==> src/hdl/eight_bit_alu_execute_unit_defines.svh <==
// Assertion macros for the eight-bit ALU execute unit.
// No dependencies; taken in by the top level.
`ifndef EIGHT_BIT_ALU_EXECUTE_UNIT_DEFINES_SVH
`define EIGHT_BIT_ALU_EXECUTE_UNIT_DEFINES_SVH

// same-cycle implication under reset
`define EBA_ASSERT_IMPL(label, clock, rst_n, ante, cons) \
	label: assert property (@(posedge clock) disable iff (!(rst_n)) (ante) |-> (cons)) \
		else $error("execute unit check failed");

// next-cycle implication under reset
`define EBA_ASSERT_NEXT(label, clock, rst_n, ante, cons) \
	label: assert property (@(posedge clock) disable iff (!(rst_n)) (ante) |=> (cons)) \
		else $error("execute unit check failed");

`endif

==> src/hdl/eba_pkg.sv <==
// Shared types and codes for the eight-bit ALU execute unit.
// No dependencies.
package eba_pkg;

	typedef enum logic [5:0] {
		OP_LDA, OP_LDX, OP_LDY,
		OP_TAX, OP_TAY, OP_TXA, OP_TYA, OP_TSX, OP_TXS,
		OP_AND, OP_EOR, OP_ORA, OP_BIT,
		OP_ADC, OP_SBC,
		OP_CMP, OP_CPX, OP_CPY,
		OP_INC, OP_INX, OP_INY, OP_DEC, OP_DEX, OP_DEY,
		OP_ASL, OP_LSR, OP_ROL, OP_ROR,
		OP_CLC, OP_CLD, OP_CLI, OP_CLV, OP_SEC, OP_SED, OP_SEI,
		OP_BRANCH,
		OP_STA, OP_STX, OP_STY
	} op_t;

	localparam logic [7:0] SIGN_MASK = 8'h80;
	localparam logic [7:0] BYTE_ONES = 8'hFF;
	localparam logic [7:0] SP_RESET  = 8'hFD;

	typedef struct packed {
		logic [7:0] a;
		logic [7:0] x;
		logic [7:0] y;
		logic [7:0] sp;
		logic       c;
		logic       z;
		logic       i;
		logic       d;
		logic       v;
		logic       n;
	} arch_t;

	typedef struct packed {
		logic [5:0]        operation;
		logic [7:0]        operand;
		logic              on_accumulator;
		logic [15:0]       access_address;
		logic [15:0]       current_pc;
		logic signed [7:0] branch_offset;
		logic [2:0]        branch_condition;
	} item_t;

	typedef struct packed {
		logic [7:0]  acc_out;
		logic [7:0]  index_x_out;
		logic [7:0]  index_y_out;
		logic [7:0]  stack_ptr_out;
		logic [7:0]  status_out;
		logic        mem_write;
		logic [7:0]  mem_data;
		logic [15:0] mem_address;
		logic        branch_taken;
		logic [15:0] next_pc;
		logic [1:0]  extra_cycles;
	} result_t;

	localparam arch_t ARCH_RESET = '{a: 8'h00, x: 8'h00, y: 8'h00, sp: SP_RESET,
		c: 1'b0, z: 1'b0, i: 1'b1, d: 1'b0, v: 1'b0, n: 1'b0};

endpackage

==> src/hdl/eight_bit_alu_execute_unit.sv <==
// Execute stage top level: input register, ALU pass, register file, result register.
// Depends on eba_pkg, eba_alu and eight_bit_alu_execute_unit_defines.svh.
//
//  channel  handshake                 payload
//  item     item_valid / item_stall   operation .. branch_condition
//  result   result_valid / result_stall  acc_out .. extra_cycles
//
// One item per clock while the result is not stalled; an item passes the input register,
// then the ALU pass into the result register and A/X/Y/SP/flags.
// The register file is the only loop: each item sees the state left by the one before.
// Reset: A, X, Y zero, SP 0xFD, flags clear but I; both stages empty.
// A stalled result holds; the input keeps taking items until its register is full.
`include "eight_bit_alu_execute_unit_defines.svh"

module eight_bit_alu_execute_unit (
	input  logic              clk,
	input  logic              arst_n,
	input  logic              item_valid,
	output logic              item_stall,
	input  logic [5:0]        operation,
	input  logic [7:0]        operand,
	input  logic              on_accumulator,
	input  logic [15:0]       access_address,
	input  logic [15:0]       current_pc,
	input  logic signed [7:0] branch_offset,
	input  logic [2:0]        branch_condition,
	output logic              result_valid,
	input  logic              result_stall,
	output logic [7:0]        acc_out,
	output logic [7:0]        index_x_out,
	output logic [7:0]        index_y_out,
	output logic [7:0]        stack_ptr_out,
	output logic [7:0]        status_out,
	output logic              mem_write,
	output logic [7:0]        mem_data,
	output logic [15:0]       mem_address,
	output logic              branch_taken,
	output logic [15:0]       next_pc,
	output logic [1:0]        extra_cycles
);
	import eba_pkg::*;

	item_t   item_s1;
	logic    valid_s1;
	result_t res_s2;
	logic    valid_s2;
	arch_t   arch_q;
	arch_t   arch_n;
	result_t res_n;
	logic    advance;
	logic    item_xfer;

	assign advance    = valid_s1 & (~valid_s2 | ~result_stall);
	assign item_stall = valid_s1 & ~advance;
	assign item_xfer  = item_valid & ~item_stall;

	always_ff @(posedge clk or negedge arst_n) begin
		if (!arst_n) begin
			valid_s1 <= 1'b0;
		end else if (item_xfer) begin
			valid_s1 <= 1'b1;
		end else if (advance) begin
			valid_s1 <= 1'b0;
		end
	end

	always_ff @(posedge clk) begin
		if (item_xfer) begin
			item_s1 <= '{operation: operation, operand: operand,
				on_accumulator: on_accumulator, access_address: access_address,
				current_pc: current_pc, branch_offset: branch_offset,
				branch_condition: branch_condition};
		end
	end

	eba_alu u_alu (
		.cur  (arch_q),
		.item (item_s1),
		.nxt  (arch_n),
		.res  (res_n)
	);

	always_ff @(posedge clk or negedge arst_n) begin
		if (!arst_n) begin
			arch_q   <= ARCH_RESET;
			valid_s2 <= 1'b0;
		end else begin
			if (advance) begin
				arch_q   <= arch_n;
				valid_s2 <= 1'b1;
			end else if (!result_stall) begin
				valid_s2 <= 1'b0;
			end
		end
	end

	always_ff @(posedge clk) begin
		if (advance) begin
			res_s2 <= res_n;
		end
	end

	assign result_valid  = valid_s2;
	assign acc_out       = res_s2.acc_out;
	assign index_x_out   = res_s2.index_x_out;
	assign index_y_out   = res_s2.index_y_out;
	assign stack_ptr_out = res_s2.stack_ptr_out;
	assign status_out    = res_s2.status_out;
	assign mem_write     = res_s2.mem_write;
	assign mem_data      = res_s2.mem_data;
	assign mem_address   = res_s2.mem_address;
	assign branch_taken  = res_s2.branch_taken;
	assign next_pc       = res_s2.next_pc;
	assign extra_cycles  = res_s2.extra_cycles;

	// a held item waits only behind a stalled result
	`EBA_ASSERT_IMPL(a_stall_cause, clk, arst_n, item_stall, valid_s1 && valid_s2 && result_stall)
	// registers move only when an item passes the ALU
	`EBA_ASSERT_NEXT(a_arch_hold, clk, arst_n, !advance, $stable(arch_q))
	// extra cycles only on a taken branch
	`EBA_ASSERT_IMPL(a_extra_taken, clk, arst_n, result_valid && extra_cycles != 2'd0,
		branch_taken)

endmodule

==> src/hdl/eba_alu.sv <==
// Single-pass ALU and flag logic: next register state and result for one item.
// Depends on eba_pkg.
module eba_alu (
	input  eba_pkg::arch_t   cur,
	input  eba_pkg::item_t   item,
	output eba_pkg::arch_t   nxt,
	output eba_pkg::result_t res
);
	import eba_pkg::*;

	logic [7:0]  m;
	logic [7:0]  addend;
	logic [8:0]  sum;
	logic [7:0]  cmp_reg;
	logic [8:0]  diff;
	logic [7:0]  shl;
	logic [7:0]  shr;
	logic [7:0]  shift_res;
	logic        nz_en;
	logic [7:0]  nz_val;
	logic        wr;
	logic [7:0]  wdata;
	logic        taken;
	logic        cond_flag;
	logic [15:0] target;
	logic [1:0]  extra;
	arch_t       st;

	assign m = item.operand;

	// shared adder for ADC and SBC; SBC adds the complement
	assign addend = (op_t'(item.operation) == OP_SBC) ? ~m : m;
	assign sum    = {1'b0, cur.a} + {1'b0, addend} + {8'h00, cur.c};

	always_comb begin
		case (op_t'(item.operation))
			OP_CPX:  cmp_reg = cur.x;
			OP_CPY:  cmp_reg = cur.y;
			default: cmp_reg = cur.a;
		endcase
	end
	assign diff = {1'b0, cmp_reg} - {1'b0, m};

	// ROL/ROR feed the old carry in
	assign shl = {m[6:0], (op_t'(item.operation) == OP_ROL) & cur.c};
	assign shr = {(op_t'(item.operation) == OP_ROR) & cur.c, m[7:1]};
	assign shift_res = (op_t'(item.operation) == OP_ASL ||
		op_t'(item.operation) == OP_ROL) ? shl : shr;

	always_comb begin
		case (item.branch_condition[2:1])
			2'd0:    cond_flag = cur.c;
			2'd1:    cond_flag = cur.z;
			2'd2:    cond_flag = cur.n;
			default: cond_flag = cur.v;
		endcase
	end
	assign target = item.current_pc + {{8{item.branch_offset[7]}}, item.branch_offset};

	always_comb begin
		st     = cur;
		nz_en  = 1'b0;
		nz_val = 8'h00;
		wr     = 1'b0;
		wdata  = 8'h00;
		taken  = 1'b0;
		extra  = 2'd0;
		unique case (op_t'(item.operation))
			OP_LDA: begin st.a = m; nz_en = 1'b1; nz_val = m; end
			OP_LDX: begin st.x = m; nz_en = 1'b1; nz_val = m; end
			OP_LDY: begin st.y = m; nz_en = 1'b1; nz_val = m; end
			OP_TAX: begin st.x = cur.a; nz_en = 1'b1; nz_val = cur.a; end
			OP_TAY: begin st.y = cur.a; nz_en = 1'b1; nz_val = cur.a; end
			OP_TXA: begin st.a = cur.x; nz_en = 1'b1; nz_val = cur.x; end
			OP_TYA: begin st.a = cur.y; nz_en = 1'b1; nz_val = cur.y; end
			OP_TSX: begin st.x = cur.sp; nz_en = 1'b1; nz_val = cur.sp; end
			OP_TXS: begin st.sp = cur.x; end
			OP_AND: begin st.a = cur.a & m; nz_en = 1'b1; nz_val = cur.a & m; end
			OP_EOR: begin st.a = cur.a ^ m; nz_en = 1'b1; nz_val = cur.a ^ m; end
			OP_ORA: begin st.a = cur.a | m; nz_en = 1'b1; nz_val = cur.a | m; end
			OP_BIT: begin
				st.z = ((cur.a & m) == 8'h00);
				st.v = m[6];
				st.n = m[7];
			end
			OP_ADC: begin
				st.a   = sum[7:0];
				st.c   = sum[8];
				st.v   = ~(cur.a[7] ^ m[7]) & (cur.a[7] ^ sum[7]);
				nz_en  = 1'b1;
				nz_val = sum[7:0];
			end
			OP_SBC: begin
				st.a   = sum[7:0];
				st.c   = sum[8];
				st.v   = (cur.a[7] ^ m[7]) & (cur.a[7] ^ sum[7]);
				nz_en  = 1'b1;
				nz_val = sum[7:0];
			end
			OP_CMP, OP_CPX, OP_CPY: begin
				st.c   = ~diff[8];
				nz_en  = 1'b1;
				nz_val = diff[7:0];
			end
			OP_INC: begin
				wr = 1'b1; wdata = m + 8'h01; nz_en = 1'b1; nz_val = m + 8'h01;
			end
			OP_DEC: begin
				wr = 1'b1; wdata = m + BYTE_ONES; nz_en = 1'b1; nz_val = m + BYTE_ONES;
			end
			OP_INX: begin st.x = cur.x + 8'h01; nz_en = 1'b1; nz_val = cur.x + 8'h01; end
			OP_INY: begin st.y = cur.y + 8'h01; nz_en = 1'b1; nz_val = cur.y + 8'h01; end
			OP_DEX: begin st.x = cur.x + BYTE_ONES; nz_en = 1'b1; nz_val = cur.x + BYTE_ONES; end
			OP_DEY: begin st.y = cur.y + BYTE_ONES; nz_en = 1'b1; nz_val = cur.y + BYTE_ONES; end
			OP_ASL, OP_LSR, OP_ROL, OP_ROR: begin
				st.c = (op_t'(item.operation) == OP_ASL ||
					op_t'(item.operation) == OP_ROL) ? m[7] : m[0];
				nz_en  = 1'b1;
				nz_val = shift_res;
				if (item.on_accumulator) begin
					st.a = shift_res;
				end else begin
					wr    = 1'b1;
					wdata = shift_res;
				end
			end
			OP_CLC: st.c = 1'b0;
			OP_CLD: st.d = 1'b0;
			OP_CLI: st.i = 1'b0;
			OP_CLV: st.v = 1'b0;
			OP_SEC: st.c = 1'b1;
			OP_SED: st.d = 1'b1;
			OP_SEI: st.i = 1'b1;
			OP_BRANCH: begin
				// not-equal/equal test Z, the rest test their flag; bit 0 picks set
				taken = (cond_flag == item.branch_condition[0]);
				if (taken) begin
					extra = (target[15:8] != item.current_pc[15:8]) ? 2'd2 : 2'd1;
				end
			end
			OP_STA: begin wr = 1'b1; wdata = cur.a; end
			OP_STX: begin wr = 1'b1; wdata = cur.x; end
			OP_STY: begin wr = 1'b1; wdata = cur.y; end
			default: ;
		endcase
		if (nz_en) begin
			st.z = (nz_val == 8'h00);
			st.n = nz_val[7];
		end
	end

	assign nxt = st;

	always_comb begin
		res.acc_out       = st.a;
		res.index_x_out   = st.x;
		res.index_y_out   = st.y;
		res.stack_ptr_out = st.sp;
		res.status_out    = {st.n, st.v, 1'b1, 1'b0, st.d, st.i, st.z, st.c};
		res.mem_write     = wr;
		res.mem_data      = wr ? wdata : 8'h00;
		res.mem_address   = wr ? item.access_address : 16'h0000;
		res.branch_taken  = taken;
		res.next_pc       = taken ? target : item.current_pc;
		res.extra_cycles  = extra;
	end

endmodule

==> config.mk <==
export PLATFORM = sky130hd
export DESIGN_NAME = eight_bit_alu_execute_unit
export DESIGN_NICKNAME = d
export VERILOG_FILES = /design/src/hdl/eba_pkg.sv /design/src/hdl/eight_bit_alu_execute_unit.sv /design/src/hdl/eba_alu.sv
export VERILOG_INCLUDE_DIRS = /design/src /design/src/hdl
export SDC_FILE = /design/constraint.sdc
export NUM_CORES = 1
export LEC_CHECK = 0
export ABC_AREA = 0
export BUFFER_PORTS_ARGS = -buffer_cell sky130_fd_sc_hd__buf_2
export CAP_MARGIN = 5
export CORE_MARGIN = 2
export CORE_UTILIZATION = 56
export CTS_CLUSTER_SIZE = 14
export DETAILED_ROUTE_END_ITERATION = 10
export GPL_ROUTABILITY_DRIVEN = 0
export PLACE_DENSITY = 0.86
export REMOVE_ABC_BUFFERS = 1
export SYNTH_ARGS = -nofsm -noshare
export SYNTH_HDL_FRONTEND = slang
export SYNTH_SLANG_ARGS = --single-unit
export TNS_END_PERCENT = 5
==> constraint.sdc <==
create_clock -name clk -period 7 [get_ports clk]
set_input_delay 0.7 -clock clk [delete_from_list [all_inputs] [get_ports clk]]
set_output_delay 0.7 -clock clk [all_outputs]
set_load 0.05 [all_outputs]
==> results.cfg <==
[min_path]
hold_path.class = in -> reg
min_to = item_s1[57]$_DFFE_PP_
hold_depth = 1
hold_start = operation[5]

[flow_run]
drv_cap = 0

[power]
power_frac_comb_pct = 34.9
ir_drop_v = 0.000194
clockPowerShare_pct = 22.9
swShare_pct = 41.2
power.internal_mw = 2.35
power.leakage_nw = 5.26
cellPowerDensity_mw_per_mm2 = 306
power_frac_seq_pct = 42.2
power.switching_mw = 1.64
power_mw = 3.99

[synth]
netlist_top_cells_count = nand2_1, edfxtp_1, nor2_1
yosysMostFrequentCell = nand2_1
ys_warn_count = 0
synthCells = 1189
synth.area.top_cells = edfxtp_1, dfrtp_1, ha_1, nand2_1, o21ai_0
synth_top_area_share_pct = 36.0
synthArstFlopShare_pct = 22.2
ys_types = 90
syn_area_mm2 = 0.0117
synth_edf_count = 140
ys_ff_latch = 180
yosys.area.top_type = edfxtp_1
yosys_most_used_dff = edfxtp_1
synth_area_per_cell_um2 = 9.82
yosysSeqAreaShare_pct = 44.6

[sta]
tightestPinTransition_ns = 1.17
fin_worst_skew_ns = 0.0189
setup_viol = 0
post-route-min-period_ns = 4.70
final.period_utilization_pct = 67.1
fin_tns_setup_ns = 0
slew_headroom_pct = 21.6
holdWs_ns = 0.417
slew_violations = 0
hold_violations = 0
rsz0062_at_grt = no
fmax_mhz = 213

[critical_path]
end_kind = register
startpoint_type = register
crit_required_ns = 7.33
rrSetupSlack_ns = 2.30
path_class = reg -> reg
r2r_start = item_s1[56]$_DFFE_PP_
r2r-end = arch_q[5]$_DFFE_PN0P_
crit_arrival_ns = 5.02
cp_max_fo = 30
rr_worst_depth = 15

[global_routing]
track_usage_pct = 30.2
grt_max_degree = 89
antenna_found_initial = 0
grt_pass1_wl_mm = 51.5
grt_pass1_vias = 9736
grt_overflow = 0

[clock_network]
clock_latency_ns = 0.45
cts_buffer_depth = 2
htree_levels = 4
post_cts_buffers = 0
clock-sinks = 180
cts_resized = 0
numCtsBuffers = 17
clkSlewWorstSetupHoldPaths_ns = 0.08
root_buffer = clkbuf_16
tritoncts = done
hold_buffers = 0

[final_layout]
ff_latch_area_mm2 = 0.00522
synthToLayoutAreaGrowth_pct = 11.6
diodes = 0
post-route-util_pct = 64.0
multiInputGateArea_mm2 = 0.00595
nFillCells = 1579
drive_above_1_share_pct = 18.3
final_nets = 1402
fin_area_mm2 = 0.0130

[placed_design]
place_area_mm2 = 0.0125
hpwl_mm = 23.4
io_buffers = 145

[routing]
drt_drc_violations_left = 5
detail_route.vias_per_cell = 6.62
wl_mm = 33.3
vias = 10400
detail_route.wl_per_cell_um = 21.3
first_iter_violations = 1728
drt_pre_antenna_iters = 11
ant_nets = 0

[run_status]
status = finished with violations
violations = DRC

[floorplanning]
core.rowCount = 52
start_util_pct = 57.4
core_region_area_mm2 = 0.0204
die_y_um = 148
die_w_um = 148
dieArea_mm2 = 0.0220
ios = 148
## per-layer routing
layer / wire length (um) / track usage (%) / vias up
met5: 0 / 0 / -
met4: 2170 / 18.5 / 0
met3: 4080 / 8.44 / 220
met2: 14900 / 46.7 / 808
met1: 12100 / 37.8 / 4738
li1: - / - / 4608
## worst max-delay path: stages, from the launching register on
cell and delay (ns):
edfxtp_1 0.85, or4b_1 0.60, nor2_1 0.68, o211ai_1 0.17, o21ai_0 0.17, ha_1 0.21, inv_1 0.05, fa_1 0.40
a21o_1 0.19, a21oi_1 0.21, nand2b_1 0.18, a21oi_1 0.10, o21a_1 0.18, o21ai_0 0.14, nand4_1 0.16, mux2_2 0.30
## cell families (layout without fill, tap and decap cells)
kind of cell             Yosys count  in the layout  share of synthesized area, %
adder cells (fa/ha/maj)           58             58                          6.45
AND/OR/NAND/NOR                  425            425                          18.2
multiplexers                      47             47                          4.43
other                              2              2                        0.0643
AO/OA/AOI/OAI                    312            312                          18.5
flip-flops                       180            180                          44.6
buffers and inverters            124            231                          4.39
XOR/XNOR                          41             41                          3.33
## area by class of cell
type | instances | share of cell area (%)
clock buffer | 17 | 3.26
clock inverter | 15 | 0.970
inverter | 42 | 1.23
multi-input combinational | 885 | 45.7
sequential | 180 | 40.0
tap | 270 | 2.59
timing repair buffer | 157 | 6.26
## metrics by stage
stage / setup WS, ns / std cells
4_1_cts: 2.39 / 1566
3_3_place_gp: 2.66 / 1534
5_1_grt: 1.93 / 1566
6_report: 2.30 / 1566
3_5_place_dp: 2.45 / 1534
2_1_floorplan: 2.31 / 1107
## placed cells by master, fill, tap and decap left out, drive strengths merged, types with 18 or more instances in the layout
cell    synthesis  final
xnor2          22     22
mux2i          27     27
buf            25    157
ha             53     53
edfxtp        140    140
nor2           86     86
o21ai          72     72
nand2         150    150
a21oi          63     63
nand2b         19     19
nor3           22     22
dfrtp          32     32
nand3          26     26
inv            42     47
nor2b          41     41
a22oi          18     18
mux2           18     18
## sequential cells by signal, summed over array words and instances, names as in the netlist, 2 cells and up
register,count
item_s1,58
arch_q,38
mem_address,16
next_pc,16
acc_out,8
index_x_out,8
index_y_out,8
mem_data,8
stack_ptr_out,8
status_out,6
extra_cycles,2
## power groups by stage
stage                     clock network, mW  registers (mW)  logic (mW)
after floorplan                           0            1.81       0.802
after global placement                    0            1.67        1.31
after detailed placement                  0            1.67        1.36
after CTS                             0.918            1.65        1.37
after global routing                  0.959            1.69        1.51
final                                 0.914            1.68        1.39
## worst max path at each step
stage | slack (ns) | to | start
floorplan | 2.31 | arch_q[4]$_DFFE_PN0P_ | item_s1[52]$_DFFE_PP_
global placement | 2.66 | arch_q[0]$_DFFE_PN0P_ | item_s1[56]$_DFFE_PP_
CTS | 2.39 | arch_q[5]$_DFFE_PN0P_ | item_s1[56]$_DFFE_PP_
finish | 2.30 | arch_q[5]$_DFFE_PN0P_ | item_s1[56]$_DFFE_PP_
global route | 1.93 | arch_q[5]$_DFFE_PN0P_ | item_s1[56]$_DFFE_PP_
detailed placement | 2.45 | arch_q[5]$_DFFE_PN0P_ | item_s1[56]$_DFFE_PP_
Note: power is estimated with default switching activity, not from simulation.
